## config.mk

```make
export PLATFORM = sky130hd
export DESIGN_NAME = i2c_master_bit_engine_flat
export DESIGN_NICKNAME = d
export VERILOG_FILES = /design/src/i2c_mbe_pkg.sv /design/src/i2c_mbe_if.sv /design/src/i2c_mbe_front.sv /design/src/i2c_mbe_fifo.sv /design/src/i2c_mbe_back.sv /design/src/i2c_master_bit_engine.sv /design/src/flat_wrapper.sv
export SDC_FILE = /design/constraint.sdc
export NUM_CORES = 1
export LEC_CHECK = 0
export BUFFER_PORTS_ARGS = -buffer_cell sky130_fd_sc_hd__clkbuf_2
export CORE_UTILIZATION = 50
export CTS_CLUSTER_SIZE = 12
export DETAILED_ROUTE_END_ITERATION = 10
export PLACE_DENSITY = 0.68
export SLEW_MARGIN = 10
export SYNTH_ARGS = -nofsm -noshare
export SYNTH_HDL_FRONTEND = slang
export SYNTH_HIERARCHICAL = 1
export SYNTH_SLANG_ARGS = --single-unit
```

## constraint.sdc

```tcl
create_clock -name clk_i -period 6.4 [get_ports clk_i]
set_input_delay 0.96 -clock clk_i [delete_from_list [all_inputs] [get_ports clk_i]]
set_output_delay 0.96 -clock clk_i [all_outputs]
set_load 0.05 [all_outputs]
```

## src/i2c_mbe_pkg.sv

```systemverilog
// Shared types and constants for the I2C master bit engine.
`timescale 1ns / 1ps

package i2c_mbe_pkg;

  localparam int unsigned QUEUE_DEPTH = 2;
  localparam int unsigned CFG_IDX_W   = 1;
  localparam int unsigned CFG_DATA_W  = 16;

  localparam logic [15:0] HALF_PERIOD_RST = 16'd2;
  localparam logic [3:0]  RETRY_LIMIT_RST = 4'd5;
  localparam logic [3:0]  BITS_PER_BYTE   = 4'd8;

  typedef enum logic [2:0] {
    CMD_NONE      = 3'd0,
    CMD_START     = 3'd1,
    CMD_STOP      = 3'd2,
    CMD_WRITE     = 3'd3,
    CMD_READ_ACK  = 3'd4,
    CMD_READ_NACK = 3'd5
  } cmd_e;

  typedef enum logic [CFG_IDX_W-1:0] {
    REG_HALF_PERIOD = 1'b0,
    REG_RETRY_LIMIT = 1'b1
  } cfg_reg_e;

  typedef enum logic [4:0] {
    PH_IDLE   = 5'd0,
    PH_ST_A   = 5'd1,
    PH_ST_B   = 5'd2,
    PH_ST_C   = 5'd3,
    PH_SP_A   = 5'd4,
    PH_SP_B   = 5'd5,
    PH_SP_C   = 5'd6,
    PH_WR_LO  = 5'd7,
    PH_WR_HI  = 5'd8,
    PH_WA_LO  = 5'd9,
    PH_WA_HI  = 5'd10,
    PH_RD_LO  = 5'd11,
    PH_RD_HI  = 5'd12,
    PH_RA_LO  = 5'd13,
    PH_RA_HI  = 5'd14,
    PH_RN_LO  = 5'd15,
    PH_RN_HI  = 5'd16,
    PH_RDN_LO = 5'd17,
    PH_RDN_HI = 5'd18
  } phase_e;

  // One queued tick: the command already decoded, unknown codes folded to none.
  typedef struct packed {
    cmd_e       cmd;
    logic [7:0] tx_byte;
    logic       sda_in;
  } q_item_t;

  typedef struct packed {
    logic       scl_out;
    logic       sda_out;
    logic       busy_res;
    logic       done_res;
    logic [7:0] rx_byte;
    logic       ack_bit;
    logic       write_failed;
  } out_item_t;

endpackage

```

## src/i2c_mbe_if.sv

```systemverilog
// Handshake channel interfaces for ticks, results and register writes.
`timescale 1ns / 1ps

interface i2c_mbe_in_if;
  logic       valid;
  logic       ready;
  logic [2:0] cmd;
  logic [7:0] tx_byte;
  logic       sda_in;

  modport source (output valid, cmd, tx_byte, sda_in, input ready);
  modport sink   (input valid, cmd, tx_byte, sda_in, output ready);
endinterface

interface i2c_mbe_out_if;
  logic       valid;
  logic       ready;
  logic       scl_out;
  logic       sda_out;
  logic       busy_res;
  logic       done_res;
  logic [7:0] rx_byte;
  logic       ack_bit;
  logic       write_failed;

  modport source (output valid, scl_out, sda_out, busy_res, done_res, rx_byte, ack_bit,
                  write_failed, input ready);
  modport sink   (input valid, scl_out, sda_out, busy_res, done_res, rx_byte, ack_bit,
                  write_failed, output ready);
endinterface

interface i2c_mbe_cfg_if;
  logic                                 valid;
  logic                                 ready;
  logic [i2c_mbe_pkg::CFG_IDX_W-1:0]   index;
  logic [i2c_mbe_pkg::CFG_DATA_W-1:0]  data;

  modport source (output valid, index, data, input ready);
  modport sink   (input valid, index, data, output ready);
endinterface

```

## src/i2c_mbe_front.sv

```systemverilog
// Front end: takes tick beats and decodes the command field for the queue.
`timescale 1ns / 1ps

module i2c_mbe_front (
  i2c_mbe_in_if.sink            in_i,
  output logic                  push_valid_o,
  output i2c_mbe_pkg::q_item_t  push_item_o,
  input  logic                  push_ready_i
);
  import i2c_mbe_pkg::*;

  cmd_e cmd_dec;

  always_comb begin
    case (in_i.cmd)
      CMD_START:     cmd_dec = CMD_START;
      CMD_STOP:      cmd_dec = CMD_STOP;
      CMD_WRITE:     cmd_dec = CMD_WRITE;
      CMD_READ_ACK:  cmd_dec = CMD_READ_ACK;
      CMD_READ_NACK: cmd_dec = CMD_READ_NACK;
      default:       cmd_dec = CMD_NONE;
    endcase
  end

  assign push_valid_o        = in_i.valid;
  assign push_item_o.cmd     = cmd_dec;
  assign push_item_o.tx_byte = in_i.tx_byte;
  assign push_item_o.sda_in  = in_i.sda_in;
  assign in_i.ready          = push_ready_i;

endmodule

```

## src/i2c_mbe_fifo.sv

```systemverilog
// Short queue of decoded tick beats between the front and back ends.
`timescale 1ns / 1ps

module i2c_mbe_fifo #(
  parameter int unsigned Depth = i2c_mbe_pkg::QUEUE_DEPTH
) (
  input  logic                  clk_i,
  input  logic                  rst_ni,
  input  logic                  push_valid_i,
  input  i2c_mbe_pkg::q_item_t  push_item_i,
  output logic                  push_ready_o,
  output logic                  pop_valid_o,
  output i2c_mbe_pkg::q_item_t  pop_item_o,
  input  logic                  pop_ready_i
);
  import i2c_mbe_pkg::*;

  localparam int unsigned PtrW = (Depth > 1) ? $clog2(Depth) : 1;
  localparam int unsigned CntW = $clog2(Depth + 1);

  q_item_t         mem_q [Depth];
  logic [PtrW-1:0] wr_ptr_q, wr_ptr_d;
  logic [PtrW-1:0] rd_ptr_q, rd_ptr_d;
  logic [CntW-1:0] count_q, count_d;
  logic            push, pop;

  assign push_ready_o = (count_q != CntW'(Depth));
  assign pop_valid_o  = (count_q != '0);
  assign pop_item_o   = mem_q[rd_ptr_q];
  assign push         = push_valid_i && push_ready_o;
  assign pop          = pop_valid_o && pop_ready_i;

  always_comb begin
    wr_ptr_d = wr_ptr_q;
    rd_ptr_d = rd_ptr_q;
    count_d  = count_q;
    if (push) begin
      wr_ptr_d = (wr_ptr_q == PtrW'(Depth - 1)) ? '0 : wr_ptr_q + 1'b1;
    end
    if (pop) begin
      rd_ptr_d = (rd_ptr_q == PtrW'(Depth - 1)) ? '0 : rd_ptr_q + 1'b1;
    end
    if (push && !pop) begin
      count_d = count_q + 1'b1;
    end else if (pop && !push) begin
      count_d = count_q - 1'b1;
    end
  end

  always_ff @(posedge clk_i or negedge rst_ni) begin
    if (!rst_ni) begin
      wr_ptr_q <= '0;
      rd_ptr_q <= '0;
      count_q  <= '0;
    end else begin
      wr_ptr_q <= wr_ptr_d;
      rd_ptr_q <= rd_ptr_d;
      count_q  <= count_d;
    end
  end

  always_ff @(posedge clk_i) begin
    if (push) begin
      mem_q[wr_ptr_q] <= push_item_i;
    end
  end

endmodule

```

## src/i2c_mbe_back.sv

```systemverilog
// Back end: bus phase sequencer, configuration registers and result register.
`timescale 1ns / 1ps

module i2c_mbe_back (
  input  logic                  clk_i,
  input  logic                  rst_ni,
  i2c_mbe_cfg_if.sink           cfg_i,
  input  logic                  pop_valid_i,
  input  i2c_mbe_pkg::q_item_t  pop_item_i,
  output logic                  pop_ready_o,
  i2c_mbe_out_if.source         out_o
);
  import i2c_mbe_pkg::*;

  logic [15:0] half_period_q, half_period_d;
  logic [3:0]  retry_limit_q, retry_limit_d;

  phase_e      phase_q, phase_d, phase_cur;
  logic [3:0]  bit_count_q, bit_count_d;
  logic [7:0]  shift_q, shift_d;
  logic [15:0] tick_q, tick_d;
  logic [3:0]  attempt_q, attempt_d;
  logic [7:0]  saved_q, saved_d;
  logic        scl_q, scl_d;
  logic        sda_q, sda_d;
  logic        ack_q, ack_d;
  logic        fail_q, fail_d;

  logic        out_valid_q, out_valid_d;
  out_item_t   out_q, out_d;

  logic        step;
  logic        scl_now, sda_now, done_now;
  logic [15:0] hp_eff;
  logic [3:0]  lim_eff;

  assign pop_ready_o = !out_valid_q || out_o.ready;
  assign step        = pop_valid_i && pop_ready_o;
  assign hp_eff      = (half_period_q == '0) ? 16'd1 : half_period_q;
  assign lim_eff     = (retry_limit_q == '0) ? 4'd1 : retry_limit_q;
  assign cfg_i.ready = 1'b1;

  // Bit of the byte under transmission selected by the low three count bits.
  function automatic logic tx_bit(input logic [7:0] byte_v, input logic [3:0] cnt);
    return byte_v[~cnt[2:0]];
  endfunction

  always_comb begin
    half_period_d = half_period_q;
    retry_limit_d = retry_limit_q;
    if (cfg_i.valid) begin
      case (cfg_i.index)
        REG_HALF_PERIOD: half_period_d = cfg_i.data;
        REG_RETRY_LIMIT: retry_limit_d = cfg_i.data[3:0];
        default: ;
      endcase
    end
  end

  // Next state: optional command start, then one tick of the current phase.
  always_comb begin
    phase_d     = phase_q;
    bit_count_d = bit_count_q;
    shift_d     = shift_q;
    tick_d      = tick_q;
    attempt_d   = attempt_q;
    saved_d     = saved_q;
    scl_d       = scl_q;
    sda_d       = sda_q;
    ack_d       = ack_q;
    fail_d      = fail_q;
    scl_now     = scl_q;
    sda_now     = sda_q;
    done_now    = 1'b0;
    phase_cur   = phase_q;

    if (step) begin
      if (phase_q == PH_IDLE && pop_item_i.cmd != CMD_NONE) begin
        bit_count_d = '0;
        tick_d      = '0;
        case (pop_item_i.cmd)
          CMD_START: begin
            phase_d = PH_ST_A;
            sda_d   = 1'b1;
          end
          CMD_STOP: begin
            phase_d = PH_SP_A;
            scl_d   = 1'b0;
            sda_d   = 1'b0;
          end
          CMD_WRITE: begin
            saved_d   = pop_item_i.tx_byte;
            attempt_d = '0;
            fail_d    = 1'b0;
            phase_d   = PH_WR_LO;
            scl_d     = 1'b0;
            sda_d     = pop_item_i.tx_byte[7];
          end
          CMD_READ_ACK: begin
            saved_d = '0;
            phase_d = PH_RD_LO;
            scl_d   = 1'b0;
            sda_d   = 1'b1;
          end
          CMD_READ_NACK: begin
            saved_d = '0;
            phase_d = PH_RDN_LO;
            scl_d   = 1'b0;
            sda_d   = 1'b1;
          end
          default: ;
        endcase
      end

      scl_now   = scl_d;
      sda_now   = sda_d;
      phase_cur = phase_d;

      if (phase_cur != PH_IDLE) begin
        tick_d = tick_d + 1'b1;
        if (tick_d >= hp_eff) begin
          // Every phase change restarts the tick counter.
          tick_d = '0;
          case (phase_cur)
            PH_ST_A: begin phase_d = PH_ST_B; scl_d = 1'b1; sda_d = 1'b1; end
            PH_ST_B: begin phase_d = PH_ST_C; scl_d = 1'b1; sda_d = 1'b0; end
            PH_ST_C: begin
              phase_d = PH_IDLE; scl_d = 1'b0; sda_d = 1'b0; done_now = 1'b1;
            end
            PH_SP_A: begin phase_d = PH_SP_B; scl_d = 1'b1; sda_d = 1'b0; end
            PH_SP_B: begin phase_d = PH_SP_C; scl_d = 1'b1; sda_d = 1'b1; end
            PH_SP_C: begin
              phase_d = PH_IDLE; scl_d = 1'b1; sda_d = 1'b1; done_now = 1'b1;
            end
            PH_WR_LO: begin
              phase_d = PH_WR_HI;
              scl_d   = 1'b1;
              sda_d   = tx_bit(saved_d, bit_count_d);
            end
            PH_WR_HI: begin
              bit_count_d = bit_count_d + 1'b1;
              scl_d       = 1'b0;
              if (bit_count_d < BITS_PER_BYTE) begin
                phase_d = PH_WR_LO;
                sda_d   = tx_bit(saved_d, bit_count_d);
              end else begin
                phase_d = PH_WA_LO;
                sda_d   = 1'b1;
              end
            end
            PH_WA_LO: begin phase_d = PH_WA_HI; scl_d = 1'b1; sda_d = 1'b1; end
            PH_WA_HI: begin
              ack_d = pop_item_i.sda_in;
              scl_d = 1'b0;
              if (!pop_item_i.sda_in) begin
                phase_d = PH_IDLE; sda_d = 1'b1; done_now = 1'b1;
              end else begin
                attempt_d = attempt_d + 1'b1;
                if (attempt_d >= lim_eff) begin
                  fail_d   = 1'b1;
                  phase_d  = PH_IDLE;
                  sda_d    = 1'b1;
                  done_now = 1'b1;
                end else begin
                  // Resend the same byte without a new start condition.
                  bit_count_d = '0;
                  phase_d     = PH_WR_LO;
                  sda_d       = saved_d[7];
                end
              end
            end
            PH_RD_LO:  begin phase_d = PH_RD_HI;  scl_d = 1'b1; sda_d = 1'b1; end
            PH_RDN_LO: begin phase_d = PH_RDN_HI; scl_d = 1'b1; sda_d = 1'b1; end
            PH_RD_HI, PH_RDN_HI: begin
              saved_d     = {saved_d[6:0], pop_item_i.sda_in};
              bit_count_d = bit_count_d + 1'b1;
              scl_d       = 1'b0;
              sda_d       = 1'b1;
              if (bit_count_d < BITS_PER_BYTE) begin
                phase_d = (phase_cur == PH_RDN_HI) ? PH_RDN_LO : PH_RD_LO;
              end else if (phase_cur == PH_RDN_HI) begin
                phase_d = PH_RN_LO;
              end else begin
                phase_d = PH_RA_LO;
                sda_d   = 1'b0;
              end
            end
            PH_RA_LO: begin phase_d = PH_RA_HI; scl_d = 1'b1; sda_d = 1'b0; end
            PH_RN_LO: begin phase_d = PH_RN_HI; scl_d = 1'b1; sda_d = 1'b1; end
            PH_RA_HI, PH_RN_HI: begin
              shift_d  = saved_d;
              phase_d  = PH_IDLE;
              scl_d    = 1'b0;
              sda_d    = 1'b1;
              done_now = 1'b1;
            end
            default: begin
              phase_d  = PH_IDLE;
              done_now = 1'b1;
            end
          endcase
        end
      end
    end
  end

  // Result beat for the tick just carried out.
  always_comb begin
    out_valid_d = out_valid_q;
    out_d       = out_q;
    if (out_o.ready) begin
      out_valid_d = 1'b0;
    end
    if (step) begin
      out_valid_d        = 1'b1;
      out_d.scl_out      = scl_now;
      out_d.sda_out      = sda_now;
      out_d.busy_res     = (phase_d != PH_IDLE);
      out_d.done_res     = done_now;
      out_d.rx_byte      = shift_d;
      out_d.ack_bit      = ack_d;
      out_d.write_failed = fail_d;
    end
  end

  always_ff @(posedge clk_i or negedge rst_ni) begin
    if (!rst_ni) begin
      half_period_q <= HALF_PERIOD_RST;
      retry_limit_q <= RETRY_LIMIT_RST;
      phase_q       <= PH_IDLE;
      bit_count_q   <= '0;
      shift_q       <= '0;
      tick_q        <= '0;
      attempt_q     <= '0;
      saved_q       <= '0;
      scl_q         <= 1'b1;
      sda_q         <= 1'b1;
      ack_q         <= 1'b0;
      fail_q        <= 1'b0;
      out_valid_q   <= 1'b0;
    end else begin
      half_period_q <= half_period_d;
      retry_limit_q <= retry_limit_d;
      phase_q       <= phase_d;
      bit_count_q   <= bit_count_d;
      shift_q       <= shift_d;
      tick_q        <= tick_d;
      attempt_q     <= attempt_d;
      saved_q       <= saved_d;
      scl_q         <= scl_d;
      sda_q         <= sda_d;
      ack_q         <= ack_d;
      fail_q        <= fail_d;
      out_valid_q   <= out_valid_d;
    end
  end

  always_ff @(posedge clk_i) begin
    out_q <= out_d;
  end

  assign out_o.valid        = out_valid_q;
  assign out_o.scl_out      = out_q.scl_out;
  assign out_o.sda_out      = out_q.sda_out;
  assign out_o.busy_res     = out_q.busy_res;
  assign out_o.done_res     = out_q.done_res;
  assign out_o.rx_byte      = out_q.rx_byte;
  assign out_o.ack_bit      = out_q.ack_bit;
  assign out_o.write_failed = out_q.write_failed;

endmodule

```

## src/i2c_master_bit_engine.sv

```systemverilog
// Path: an accepted tick beat is written into the queue, then the back end pops it and
// registers its result beat, which the result register holds until it is taken.
// Throughput: one tick per cycle while results are taken; the back end's phase sequencer
// retires one queued tick per cycle, and while a result waits the two-entry queue fills up.
// Reset: asynchronous, active low; phase idle, both bus lines released high,
// half period 2, retry limit 5, queue empty, no result pending.
`timescale 1ns / 1ps

module i2c_master_bit_engine #(
  parameter int unsigned QueueDepth = i2c_mbe_pkg::QUEUE_DEPTH
) (
  input  logic          clk_i,
  input  logic          rst_ni,
  i2c_mbe_in_if.sink    in_i,
  i2c_mbe_cfg_if.sink   cfg_i,
  i2c_mbe_out_if.source out_o
);
  import i2c_mbe_pkg::*;

  logic    push_valid, push_ready;
  logic    pop_valid, pop_ready;
  q_item_t push_item, pop_item;

  i2c_mbe_front u_front (
    .in_i         (in_i),
    .push_valid_o (push_valid),
    .push_item_o  (push_item),
    .push_ready_i (push_ready)
  );

  i2c_mbe_fifo #(
    .Depth (QueueDepth)
  ) u_fifo (
    .clk_i        (clk_i),
    .rst_ni       (rst_ni),
    .push_valid_i (push_valid),
    .push_item_i  (push_item),
    .push_ready_o (push_ready),
    .pop_valid_o  (pop_valid),
    .pop_item_o   (pop_item),
    .pop_ready_i  (pop_ready)
  );

  i2c_mbe_back u_back (
    .clk_i       (clk_i),
    .rst_ni      (rst_ni),
    .cfg_i       (cfg_i),
    .pop_valid_i (pop_valid),
    .pop_item_i  (pop_item),
    .pop_ready_o (pop_ready),
    .out_o       (out_o)
  );

endmodule

```

## src/flat_wrapper.sv

```systemverilog
// flat-port wrapper written by rule: the top's interface ports become plain ports
module i2c_master_bit_engine_flat import i2c_mbe_pkg::*;
#(
  parameter int unsigned QueueDepth = i2c_mbe_pkg::QUEUE_DEPTH
)
  (clk_i, rst_ni, in_i_valid, in_i_cmd, in_i_tx_byte, in_i_sda_in, in_i_ready, cfg_i_valid, cfg_i_index, cfg_i_data, cfg_i_ready, out_o_valid, out_o_scl_out, out_o_sda_out, out_o_busy_res, out_o_done_res, out_o_rx_byte, out_o_ack_bit, out_o_write_failed, out_o_ready);
  i2c_mbe_in_if in_i_i ();
  i2c_mbe_cfg_if cfg_i_i ();
  i2c_mbe_out_if out_o_i ();
  input  logic clk_i;
  input  logic rst_ni;
  input wire logic [$bits(in_i_i.valid)-1:0] in_i_valid;
  input wire logic [$bits(in_i_i.cmd)-1:0] in_i_cmd;
  input wire logic [$bits(in_i_i.tx_byte)-1:0] in_i_tx_byte;
  input wire logic [$bits(in_i_i.sda_in)-1:0] in_i_sda_in;
  output wire logic [$bits(in_i_i.ready)-1:0] in_i_ready;
  input wire logic [$bits(cfg_i_i.valid)-1:0] cfg_i_valid;
  input wire logic [$bits(cfg_i_i.index)-1:0] cfg_i_index;
  input wire logic [$bits(cfg_i_i.data)-1:0] cfg_i_data;
  output wire logic [$bits(cfg_i_i.ready)-1:0] cfg_i_ready;
  output wire logic [$bits(out_o_i.valid)-1:0] out_o_valid;
  output wire logic [$bits(out_o_i.scl_out)-1:0] out_o_scl_out;
  output wire logic [$bits(out_o_i.sda_out)-1:0] out_o_sda_out;
  output wire logic [$bits(out_o_i.busy_res)-1:0] out_o_busy_res;
  output wire logic [$bits(out_o_i.done_res)-1:0] out_o_done_res;
  output wire logic [$bits(out_o_i.rx_byte)-1:0] out_o_rx_byte;
  output wire logic [$bits(out_o_i.ack_bit)-1:0] out_o_ack_bit;
  output wire logic [$bits(out_o_i.write_failed)-1:0] out_o_write_failed;
  input wire logic [$bits(out_o_i.ready)-1:0] out_o_ready;
  assign in_i_i.valid = in_i_valid;
  assign in_i_i.cmd = in_i_cmd;
  assign in_i_i.tx_byte = in_i_tx_byte;
  assign in_i_i.sda_in = in_i_sda_in;
  assign in_i_ready = in_i_i.ready;
  assign cfg_i_i.valid = cfg_i_valid;
  assign cfg_i_i.index = cfg_i_index;
  assign cfg_i_i.data = cfg_i_data;
  assign cfg_i_ready = cfg_i_i.ready;
  assign out_o_valid = out_o_i.valid;
  assign out_o_scl_out = out_o_i.scl_out;
  assign out_o_sda_out = out_o_i.sda_out;
  assign out_o_busy_res = out_o_i.busy_res;
  assign out_o_done_res = out_o_i.done_res;
  assign out_o_rx_byte = out_o_i.rx_byte;
  assign out_o_ack_bit = out_o_i.ack_bit;
  assign out_o_write_failed = out_o_i.write_failed;
  assign out_o_i.ready = out_o_ready;
  i2c_master_bit_engine #(.QueueDepth(QueueDepth)) u_core (.clk_i(clk_i), .rst_ni(rst_ni), .in_i(in_i_i), .cfg_i(cfg_i_i), .out_o(out_o_i));
endmodule
```

==> results of run 1 <==
-- Yosys cell counts (all sizes together), types with 13 or more instances --
| master | count | share of area [%] |
|---|---|---|
| nand3 | 18 | 1.3 |
| nand2 | 88 | 5.0 |
| o21ai | 49 | 3.7 |
| a21oi | 25 | 2.0 |
| dfrtp | 69 | 26 |
| ha | 28 | 5.2 |
| nor3 | 17 | 1.7 |
| nor2 | 32 | 1.8 |
| a22o | 17 | 2.2 |
| inv | 28 | 1.6 |
| buf | 30 | 3.2 |
| clkbuf | 15 | 0.84 |
| mux2 | 27 | 4.5 |
| edfxtp | 38 | 17 |
| o31ai | 13 | 1.7 |
-- per-stage QoR --
step                      cell area, um^2  power, uW
after floorplan                      6690       2020
after global placement               6940       2320
after detailed placement             6940       2330
after CTS                            7250       2920
after global routing                 7250       3100
final                                7250       2940
-- flip-flops by register name, summed over array words and instances (netlist names), 2 cells and up --
signal / flops
u_core/u_fifo/count_q: 2
u_core/u_back/bit_count_q: 4
u_core/u_back/retry_limit_q: 4
u_core/u_fifo/mem_q: 24
u_core/u_back/attempt_q: 4
u_core/u_back/phase_q: 5
u_core/u_back/saved_q: 8
u_core/u_back/out_o.rx_byte: 8
u_core/u_back/shift_q: 8
u_core/u_back/tick_q: 16
u_core/u_back/half_period_q: 16
-- cell type report --
class,count,share of cell area [%]
repair buffers,57,4.25
flip-flops and latches,112,41.4
inverters,29,1.50
well taps,172,2.97
clock inverters,6,0.743
clock buffers,10,3.45
multi-input cells,481,45.7
-- how the worst max path moves through the flow --
stage                                                  start  depth (start not counted)  slack [ps]                                  endpoint
after floorplan           u_core/u_fifo/rd_ptr_q$_DFFE_PN0P_                         24         650    u_core/u_back/out_o.busy_res$_DFFE_PP_
after global placement    u_core/u_fifo/rd_ptr_q$_DFFE_PN0P_                         20         810    u_core/u_back/out_o.busy_res$_DFFE_PP_
after detailed placement  u_core/u_fifo/rd_ptr_q$_DFFE_PN0P_                         20         600    u_core/u_back/out_o.busy_res$_DFFE_PP_
after CTS                 u_core/u_fifo/rd_ptr_q$_DFFE_PN0P_                         20         570    u_core/u_back/out_o.busy_res$_DFFE_PP_
after global routing      u_core/u_fifo/rd_ptr_q$_DFFE_PN0P_                         21          90  u_core/u_back/out_o.rx_byte[7]$_DFFE_PP_
final                     u_core/u_fifo/rd_ptr_q$_DFFE_PN0P_                         20         510    u_core/u_back/out_o.busy_res$_DFFE_PP_
-- power by group --
part	total [uW]	internal (uW)	switching, uW
sequential	1020	912	113
combinational	1330	436	894
clock	581	324	257
-- metal layers --
metal	vias to the layer above	part of all wire (%)	routed length (um)
met5	-	0	0
met4	0	2.3	356
met3	28	6.1	959
met2	200	45	7080
met1	2543	47	7370
li1	2485	-	-
-- worst max-delay path, stage by stage, from the launching register on --
cell and delay, ps:
dfrtp_1 420, mux2_2 470, nor3_4 350, or3_1 170, buf_4 200, and2_1 190, ha_1 190, and3_1 190
and3_1 180, nand4_1 280, nor3_1 490, nand3_1 150, xor2_1 150, nor2_1 70, ha_1 350, a21o_1 160
a21oi_1 380, and2_1 370, o21ai_0 140, a31o_1 250, or4b_1 460
-- kinds of logic after synthesis --
group	count (synthesis)	synth area share, %
AO/OA/AOI/OAI	178	19.2
flip-flops	112	44.8
other	1	0.0561
XOR/XNOR	22	2.88
AND/OR/NAND/NOR	215	16.1
multiplexers	37	6.04
adder cells (fa/ha/maj)	28	5.24
buffers and inverters	74	5.69
==> results.sh, run 1 <==
export IMPL_outcome="completed"
export IMPL_vias=5256
export IMPL_fin_crit_ps=5890
export IMPL_cts_resized=0
export IMPL_rr_startpoint="u_core/u_fifo/rd_ptr_q$_DFFE_PN0P_"
export IMPL_busiest_layer="met2"
export IMPL_grt_first_pass_wirelength_um=26400
export IMPL_required_ps=6500
export IMPL_regArea_mm2=0.00300
export IMPL_place_gp_congestion=0.970
export IMPL_synth_edf_count=38
export IMPL_die_y_um=118
export IMPL_max_cap_violations=0
export IMPL_synth_async_reset_ratio_pct=66.1
export IMPL_r2r_slack_ps=510
export IMPL_drt_pass1_iterations=5
export IMPL_syn_area_per_cell_um2=10.0
export IMPL_die_area_mm2=0.0138
export IMPL_n_fill_cell=1138
export IMPL_startpoint_type="flip-flop"
export IMPL_syn_nets=729
export IMPL_antenna_found_initial=0
export IMPL_grt_use_met2_pct=36.3
export IMPL_initial_utilization_pct=52.2
export IMPL_grt_pass1_vias=5034
export IMPL_p_leak_uw=0.00305
export IMPL_fin_util_pct=56.5
export IMPL_grt_max_degree=75
export IMPL_arrival_ps=5980
export IMPL_hp_start="u_core/u_back/sda_q$_DFFE_PN1P_"
export IMPL_multiInputGateArea_mm2=0.00331
export IMPL_grt_use_met3_pct=3.34
export IMPL_drc=0
export IMPL_totalWireLength_um=15800
export IMPL_ant_nets=0
export IMPL_io_pins=51
export IMPL_worst_setup_path_end_kind="flip-flop"
export IMPL_crit_type="flip-flop to flip-flop"
export IMPL_setup_viol_count_final=0
export IMPL_via_per_inst=6.06
export IMPL_cp_max_fo=15
export IMPL_min_period_over_period_pct=92.0
export IMPL_antenna_cells_inserted=0
export IMPL_cts_tree="built"
export IMPL_hold_path_class="flip-flop to flip-flop"
export IMPL_post_drt_wl_per_cell_um=18.2
export IMPL_cts_path_max_buffers=2
export IMPL_netlist_instances=667
export IMPL_mostFrequentLayoutCells="nand2_1, dfrtp_1, clkbuf_2, o21ai_0, edfxtp_1"
export IMPL_hold_violations=0
export IMPL_setup_slack_ps=514
export IMPL_fin_cells=867
export IMPL_cts_buffers=9
export IMPL_fin_skew_ps=10.8
export IMPL_ys_seq_elements=112
export IMPL_grt_ovfl_total=0
export IMPL_post_cts_setup_buffers=0
export IMPL_synth_main_ff_cell="dfrtp_1"
export IMPL_ys_seq_area_share_pct=44.8
export IMPL_min_to="u_core/u_back/sda_q$_DFFE_PN1P_"
export IMPL_powerDensity_mw_per_mm2=405
export IMPL_slew_headroom_pct=29.6
export IMPL_yosysUniqueCellTypes=77
export IMPL_hold_ws_ps=487
export IMPL_max_slew_worst_pin_slew_ps=1050
export IMPL_layout_commonest_cell="nand2_1"
export IMPL_hold_depth=2
export IMPL_preCtsSetupSlack_ps=600
export IMPL_rows=41
export IMPL_die_w_um=118
export IMPL_r2r_cells=20
export IMPL_tns_ps=0
export IMPL_num_nets_final=752
export IMPL_clkLatencyLatePin_ps=360
export IMPL_drive_gt1_share_pct=18.4
export IMPL_ys_warn_count=6
export IMPL_drt_iter0_markers=527
export IMPL_area_delta_synth_final_pct=8.30
export IMPL_detailed_place_hpwl_um=11500
export IMPL_port_buffer_count=49
export IMPL_use_met1_pct=35.2
export IMPL_ir_worst_vdd_v=0.000271
export IMPL_path_clk_slew_ps=70
export IMPL_cts_sinks=112
export IMPL_cts_root_buffer_cell="clkbuf_16"
export IMPL_h_tree_depth=3
export IMPL_core_area_mm2=0.0128
export IMPL_dp_cells=851
export IMPL_final_max_slew_violation_count=0
export IMPL_hold_buffers=0
export IMPL_netlist_area_mm2=0.00669
export IMPL_rsz0062_at_grt="no"
export IMPL_grt_usage_pct=24.2
export IMPL_max_freq_mhz=170
export IMPL_r2r_end="u_core/u_back/out_o.busy_res$_DFFE_PP_"
No activity file was read; power rests on OpenSTA's default activity.
==> run 2, diff against run 1 <==
CORE_UTILIZATION = 36   (was 50)
PLACE_DENSITY = unset   (was 0.68)
TNS_END_PERCENT = 5   (was unset)
==> results.sh, run 2 (synthesis results as in run 1) <==
export IMPL_critPathTopFamily="simple AND/OR/NAND/NOR gates"
export IMPL_final_max_slew_violation_count=0
export IMPL_h_tree_depth=3
export IMPL_max_flop_register="u_core/u_fifo/mem_q"
export IMPL_hold_path_class="flip-flop to flip-flop"
export IMPL_max_freq_mhz=174
export IMPL_grt_ovfl_total=0
export IMPL_max_slew_worst_pin_slew_ps=1070
export IMPL_cts_buffers=9
export IMPL_drc=2
export IMPL_vias=5301
export IMPL_post_drt_wl_per_cell_um=17.7
export IMPL_drt_pass1_iterations=8
export IMPL_totalWireLength_um=16400
export IMPL_drive_gt1_share_pct=19.0
export IMPL_worst_setup_path_end_kind="flip-flop"
export IMPL_num_nets_final=753
export IMPL_post_cts_setup_buffers=0
export IMPL_design_area_mm2=0.00732
export IMPL_tns_ps=0
export IMPL_slowest_delay_ps=500
export IMPL_critPathSlowestCell="nor3_1"
export IMPL_crit_buf_inv=0
export IMPL_multiInputGateArea_mm2=0.00331
export IMPL_core_area_mm2=0.0181
export IMPL_required_ps=6500
export IMPL_hold_violations=0
export IMPL_path_clk_slew_ps=70
export IMPL_grt_pass1_vias=5181
export IMPL_cp_max_fo=14
export IMPL_crit_type="flip-flop to flip-flop"
export IMPL_ant_nets=0
export IMPL_drt_iter0_markers=383
export IMPL_via_per_inst=5.73
export IMPL_area_delta_synth_final_pct=9.48
export IMPL_regArea_mm2=0.00300
export IMPL_arrival_ps=5840
export IMPL_cts_sinks=112
export IMPL_place_gp_congestion=0.880
export IMPL_clkLatencyLatePin_ps=360
export IMPL_grt_first_pass_wirelength_um=26800
export IMPL_powerDensity_mw_per_mm2=397
export IMPL_setup_viol_count_final=0
export IMPL_hold_depth=2
export IMPL_crit_top_cell="and3_1"
export IMPL_crit_chain="mux2_2 > nor3_4 > or3_1 > and2_1 > ha_1 > and3_1 > and3_1 > nand4_1 > nor3_1 > nand3_1 > xor2_1 > nor2_1 > ha_1 > nand4_1 > a21oi_1 > o21ai_1 > and2_1 > nor2_1 > and3_1 > mux2_2"
export IMPL_layout_commonest_cell="nand2_1"
export IMPL_cts_resized=0
export IMPL_dpl_instance_area_mm2=0.00702
export IMPL_r2r_cells=20
export IMPL_die_w_um=138
export IMPL_crit_cells=20
export IMPL_die_y_um=138
export IMPL_outcome="finished, violations left"
export IMPL_fin_skew_ps=10.3
export IMPL_io_pins=51
export IMPL_cts_root_buffer_cell="clkbuf_16"
export IMPL_antenna_found_initial=0
export IMPL_mostFrequentLayoutCells="nand2_1, dfrtp_1, clkbuf_2, o21ai_0, edfxtp_1"
export IMPL_die_area_mm2=0.0191
export IMPL_initial_utilization_pct=37.0
export IMPL_antenna_cells_inserted=0
export IMPL_violations="design-rule violations"
export IMPL_cts_path_max_buffers=2
export IMPL_grt_usage_pct=17.6
export IMPL_max_cap_violations=0
export IMPL_grt_max_degree=75
export IMPL_min_period_over_period_pct=89.6
export IMPL_ir_worst_vdd_v=0.000213
export IMPL_largest_reg_flops=24
export IMPL_detailed_place_hpwl_um=11900
export IMPL_fin_crit_ps=5740
export IMPL_startpoint_type="flip-flop"
export IMPL_cts_tree="built"
export IMPL_rows=49
export IMPL_reg_largest_list="u_core/u_fifo/mem_q (24), u_core/u_back/half_period_q (16), u_core/u_back/tick_q (16)"
export IMPL_hold_buffers=0
export IMPL_n_fill_cell=1727
export IMPL_port_buffer_count=49
export IMPL_rsz0062_at_grt="no"
export IMPL_slew_headroom_pct=28.5
export IMPL_p_leak_uw=0.00306
run 2: changes by cell type in the layout (fill, tap and decap cells not counted):
cell	change
clkinv_1	-3
clkinv_4	+2
buf_4	+1
clkbuf_16	-1
clkinvlp_4	+1
inv_8	+1
run 2: area by class of cell:
type	instances	area share [%]
well taps	229	3.91
flip-flops and latches	112	40.9
inverters	29	1.49
clock inverters	7	1.08
multi-input cells	481	45.2
clock buffers	9	3.07
repair buffers	58	4.30
run 2: stage by stage:
step	instances	utilization [%]	hold WS, ps	total power, uW	setup WS [ps]
detailed placement	909	38.8	467	2320	742
global route	925	40.5	517	3080	308
floorplan	667	-	450	2020	652
CTS	925	40.5	478	2920	715
finish	925	40.5	477	2910	665
global placement	909	38.8	463	2320	901
run 2: metal layers:
metal / global-route usage, % / vias up / wire length (um)
li1: - / 2494 / -
met3: 3.29 / 35 / 727
met4: 6.27 / 0 / 328
met2: 28.1 / 138 / 7690
met1: 23.7 / 2634 / 7610
met5: 0 / - / 0
run 2: report_power, final:
group	total, uW	switching, uW	internal (uW)
sequential	1030	115	912
combinational	1310	881	429
clock	574	266	308
run 2: worst paths after layout:
kind | slack [ps] | start | to
worst max register to register | 660 | u_core/u_fifo/rd_ptr_q$_DFFE_PN0P_ | u_core/u_back/out_o.rx_byte[7]$_DFFE_PP_
worst min register to register | 480 | u_core/u_back/sda_q$_DFFE_PN1P_ | u_core/u_back/sda_q$_DFFE_PN1P_
max in group asynchronous | 5010 | rst_ni | u_core/u_fifo/rd_ptr_q$_DFFE_PN0P_
worst min-delay path | 480 | u_core/u_back/sda_q$_DFFE_PN1P_ | u_core/u_back/sda_q$_DFFE_PN1P_
worst max-delay path | 660 | u_core/u_fifo/rd_ptr_q$_DFFE_PN0P_ | u_core/u_back/out_o.rx_byte[7]$_DFFE_PP_
min in group asynchronous | 750 | rst_ni | u_core/u_back/half_period_q[9]$_DFFE_PN0P_
run 2: tightest hold or removal path, stage by stage (launching register included):
cell,delay [ps]
dfstp_2,380
nand2_1,40
o21ai_1,60
==> run 3, diff against run 2 <==
clock period = 4.8 ns   (was 6.4 ns; I/O delays follow)
==> results.sh, run 3 (synthesis results as in run 1) <==
export IMPL_outcome="completed"
export IMPL_clkLatencyLatePin_ps=360
export IMPL_initial_utilization_pct=37.0
export IMPL_largest_reg_flops=24
export IMPL_p_switching_uw=1750
export IMPL_setup_slack_ps=95.0
export IMPL_hold_buffers=0
export IMPL_path_clk_slew_ps=80
export IMPL_area_delta_synth_final_pct=14.5
export IMPL_setup_viol_count_final=0
export IMPL_die_w_um=138
export IMPL_max_cap_violations=0
export IMPL_drc=0
export IMPL_cellInternalPower_uw=2300
export IMPL_slew_headroom_pct=31.4
export IMPL_seqPwrFrac_pct=32.9
export IMPL_powerDensity_mw_per_mm2=530
export IMPL_layout_commonest_cell="nand2_1"
export IMPL_h_tree_depth=3
export IMPL_r2r_cells=19
export IMPL_slowest_delay_ps=490
export IMPL_max_freq_mhz=213
export IMPL_ir_worst_vdd_v=0.000302
export IMPL_die_area_mm2=0.0191
export IMPL_cts_path_max_buffers=2
export IMPL_detailed_place_hpwl_um=12500
export IMPL_antenna_found_initial=0
export IMPL_reg_largest_list="u_core/u_fifo/mem_q (24), u_core/u_back/half_period_q (16), u_core/u_back/tick_q (16)"
export IMPL_vias=5372
export IMPL_rows=49
export IMPL_critPathSlowestCell="or4b_1"
export IMPL_cp_max_fo=5
export IMPL_post_drt_wl_per_cell_um=17.8
export IMPL_crit_chain="mux2_4 > nor3_4 > or3_4 > and2_4 > ha_4 > and3_4 > and3_4 > nand4_1 > nor3_4 > nand3_1 > xor2_1 > nor2_1 > ha_1 > a21o_1 > a21oi_4 > and2_4 > o21ai_2 > a31o_1 > or4b_1"
export IMPL_power_frac_comb_pct=47.5
export IMPL_grt_usage_pct=18.4
export IMPL_worst_setup_path_end_kind="flip-flop"
export IMPL_sw_frac_of_total_pct=43.2
export IMPL_mostFrequentLayoutCells="nand2_1, dfrtp_1, clkbuf_2, o21ai_0"
export IMPL_cts_buffers=9
export IMPL_cts_tree="built"
export IMPL_crit_type="flip-flop to flip-flop"
export IMPL_max_slew_worst_pin_slew_ps=1030
export IMPL_antenna_cells_inserted=0
export IMPL_io_pins=51
export IMPL_design_area_mm2=0.00766
export IMPL_fin_util_pct=42.4
export IMPL_required_ps=4900
export IMPL_r2r_end="u_core/u_back/out_o.busy_res$_DFFE_PP_"
export IMPL_arrival_ps=4810
export IMPL_totalWireLength_um=17000
export IMPL_drive_gt1_share_pct=24.7
export IMPL_drt_iter0_markers=420
export IMPL_grt_ovfl_total=0
export IMPL_fin_crit_ps=4710
export IMPL_p_leak_uw=0.00324
export IMPL_final_max_slew_violation_count=0
export IMPL_num_nets_final=782
export IMPL_drt_pass1_iterations=5
export IMPL_hold_path_class="input port to asynchronous set/reset pin"
export IMPL_min_period_over_period_pct=98.0
export IMPL_grt_max_degree=75
export IMPL_startpoint_type="flip-flop"
export IMPL_rr_startpoint="u_core/u_fifo/rd_ptr_q$_DFFE_PN0P_"
export IMPL_ant_nets=0
export IMPL_max_flop_register="u_core/u_fifo/mem_q"
export IMPL_rsz0062_at_grt="yes"
export IMPL_preCtsSetupSlack_ps=-31.9
export IMPL_clkPwrFrac_pct=19.5
export IMPL_via_per_inst=5.63
export IMPL_total_power_uw=4060
export IMPL_grt_pass1_vias=5279
export IMPL_dpl_instance_area_mm2=0.00727
export IMPL_die_y_um=138
export IMPL_cts_sinks=112
export IMPL_fin_skew_ps=8.07
export IMPL_core_area_mm2=0.0181
export IMPL_r2r_slack_ps=90
export IMPL_port_buffer_count=49
export IMPL_hold_violations=0
export IMPL_place_gp_congestion=0.861
export IMPL_cts_root_buffer_cell="clkbuf_16"
export IMPL_grt_first_pass_wirelength_um=27700
==> run 3: per-layer routing <==
metal  vias to the layer above  GRT usage [%]  wire length (um)
met1                      2625           24.8              7730
met2                       165           29.5              7990
li1                       2548              -                 -
met4                         0           7.75               412
met5                         -              0                 0
met3                        34           2.63               828
==> run 3: worst max-delay path by stage <==
stage	start	end	slack (ps)	cells past startpoint
6_report	u_core/u_fifo/rd_ptr_q$_DFFE_PN0P_	u_core/u_back/out_o.busy_res$_DFFE_PP_	90	19
5_1_grt	u_core/u_fifo/rd_ptr_q$_DFFE_PN0P_	u_core/u_back/out_o.busy_res$_DFFE_PP_	-110	19
4_1_cts	u_core/u_fifo/rd_ptr_q$_DFFE_PN0P_	u_core/u_back/out_o.rx_byte[3]$_DFFE_PP_	10	20
3_5_place_dp	u_core/u_fifo/rd_ptr_q$_DFFE_PN0P_	u_core/u_back/out_o.rx_byte[3]$_DFFE_PP_	-30	21
3_3_place_gp	u_core/u_fifo/rd_ptr_q$_DFFE_PN0P_	u_core/u_back/out_o.rx_byte[6]$_DFFE_PP_	70	21
2_1_floorplan	u_core/u_fifo/rd_ptr_q$_DFFE_PN0P_	u_core/u_back/out_o.busy_res$_DFFE_PP_	-260	24
==> run 3: area by class of cell <==
class | count | area [um^2]
Clock inverter | 7 | 86.3
Tap cell | 229 | 287
Clock buffer | 9 | 225
Timing Repair Buffer | 87 | 546
Multi-Input combinational cell | 481 | 3410
Inverter | 29 | 109
Fill cell | 1702 | 10400
Sequential cell | 112 | 3000
==> run 3: power by group through the flow <==
stage | Combinational, uW | Sequential (uW) | Clock (uW)
after detailed placement | 1870 | 1350 | 0
after global routing | 2100 | 1360 | 852
after CTS | 1880 | 1340 | 820
after floorplan | 1270 | 1450 | 0
after global placement | 1840 | 1340 | 0
final | 1930 | 1340 | 793
==> run 3: what timing repair did <==
| action | in CTS | in global routing |
|---|---|---|
| endpoints found under the hold margin | 0 | 0 |
| pin swaps | 0 | 14 |
| setup buffers | 0 | 4 |
| cloned | 0 | 0 |
| resized for setup | 4 | 12 |
| setup endpoints to repair | 9 | 31 |
==> run 3: per-stage QoR <==
| step | hold slack (ps) | std cells | TNS, ps |
|---|---|---|---|
| 6_report | 490 | 954 | 0 |
| 2_1_floorplan | 424 | 667 | -2680 |
| 3_5_place_dp | 473 | 934 | -159 |
| 5_1_grt | 507 | 954 | -107 |
| 3_3_place_gp | 464 | 934 | 0 |
| 4_1_cts | 485 | 950 | 0 |
==> run 3: critical path: cells and delay by family, from the launching register on <==
kind / cells / cell delay, ps
AO/OA/AOI/OAI: 4 / 740
XOR/XNOR: 1 / 150
adder cells (fa/ha/maj): 2 / 400
flip-flops: 1 / 460
multiplexers: 1 / 330
AND/OR/NAND/NOR: 11 / 2360
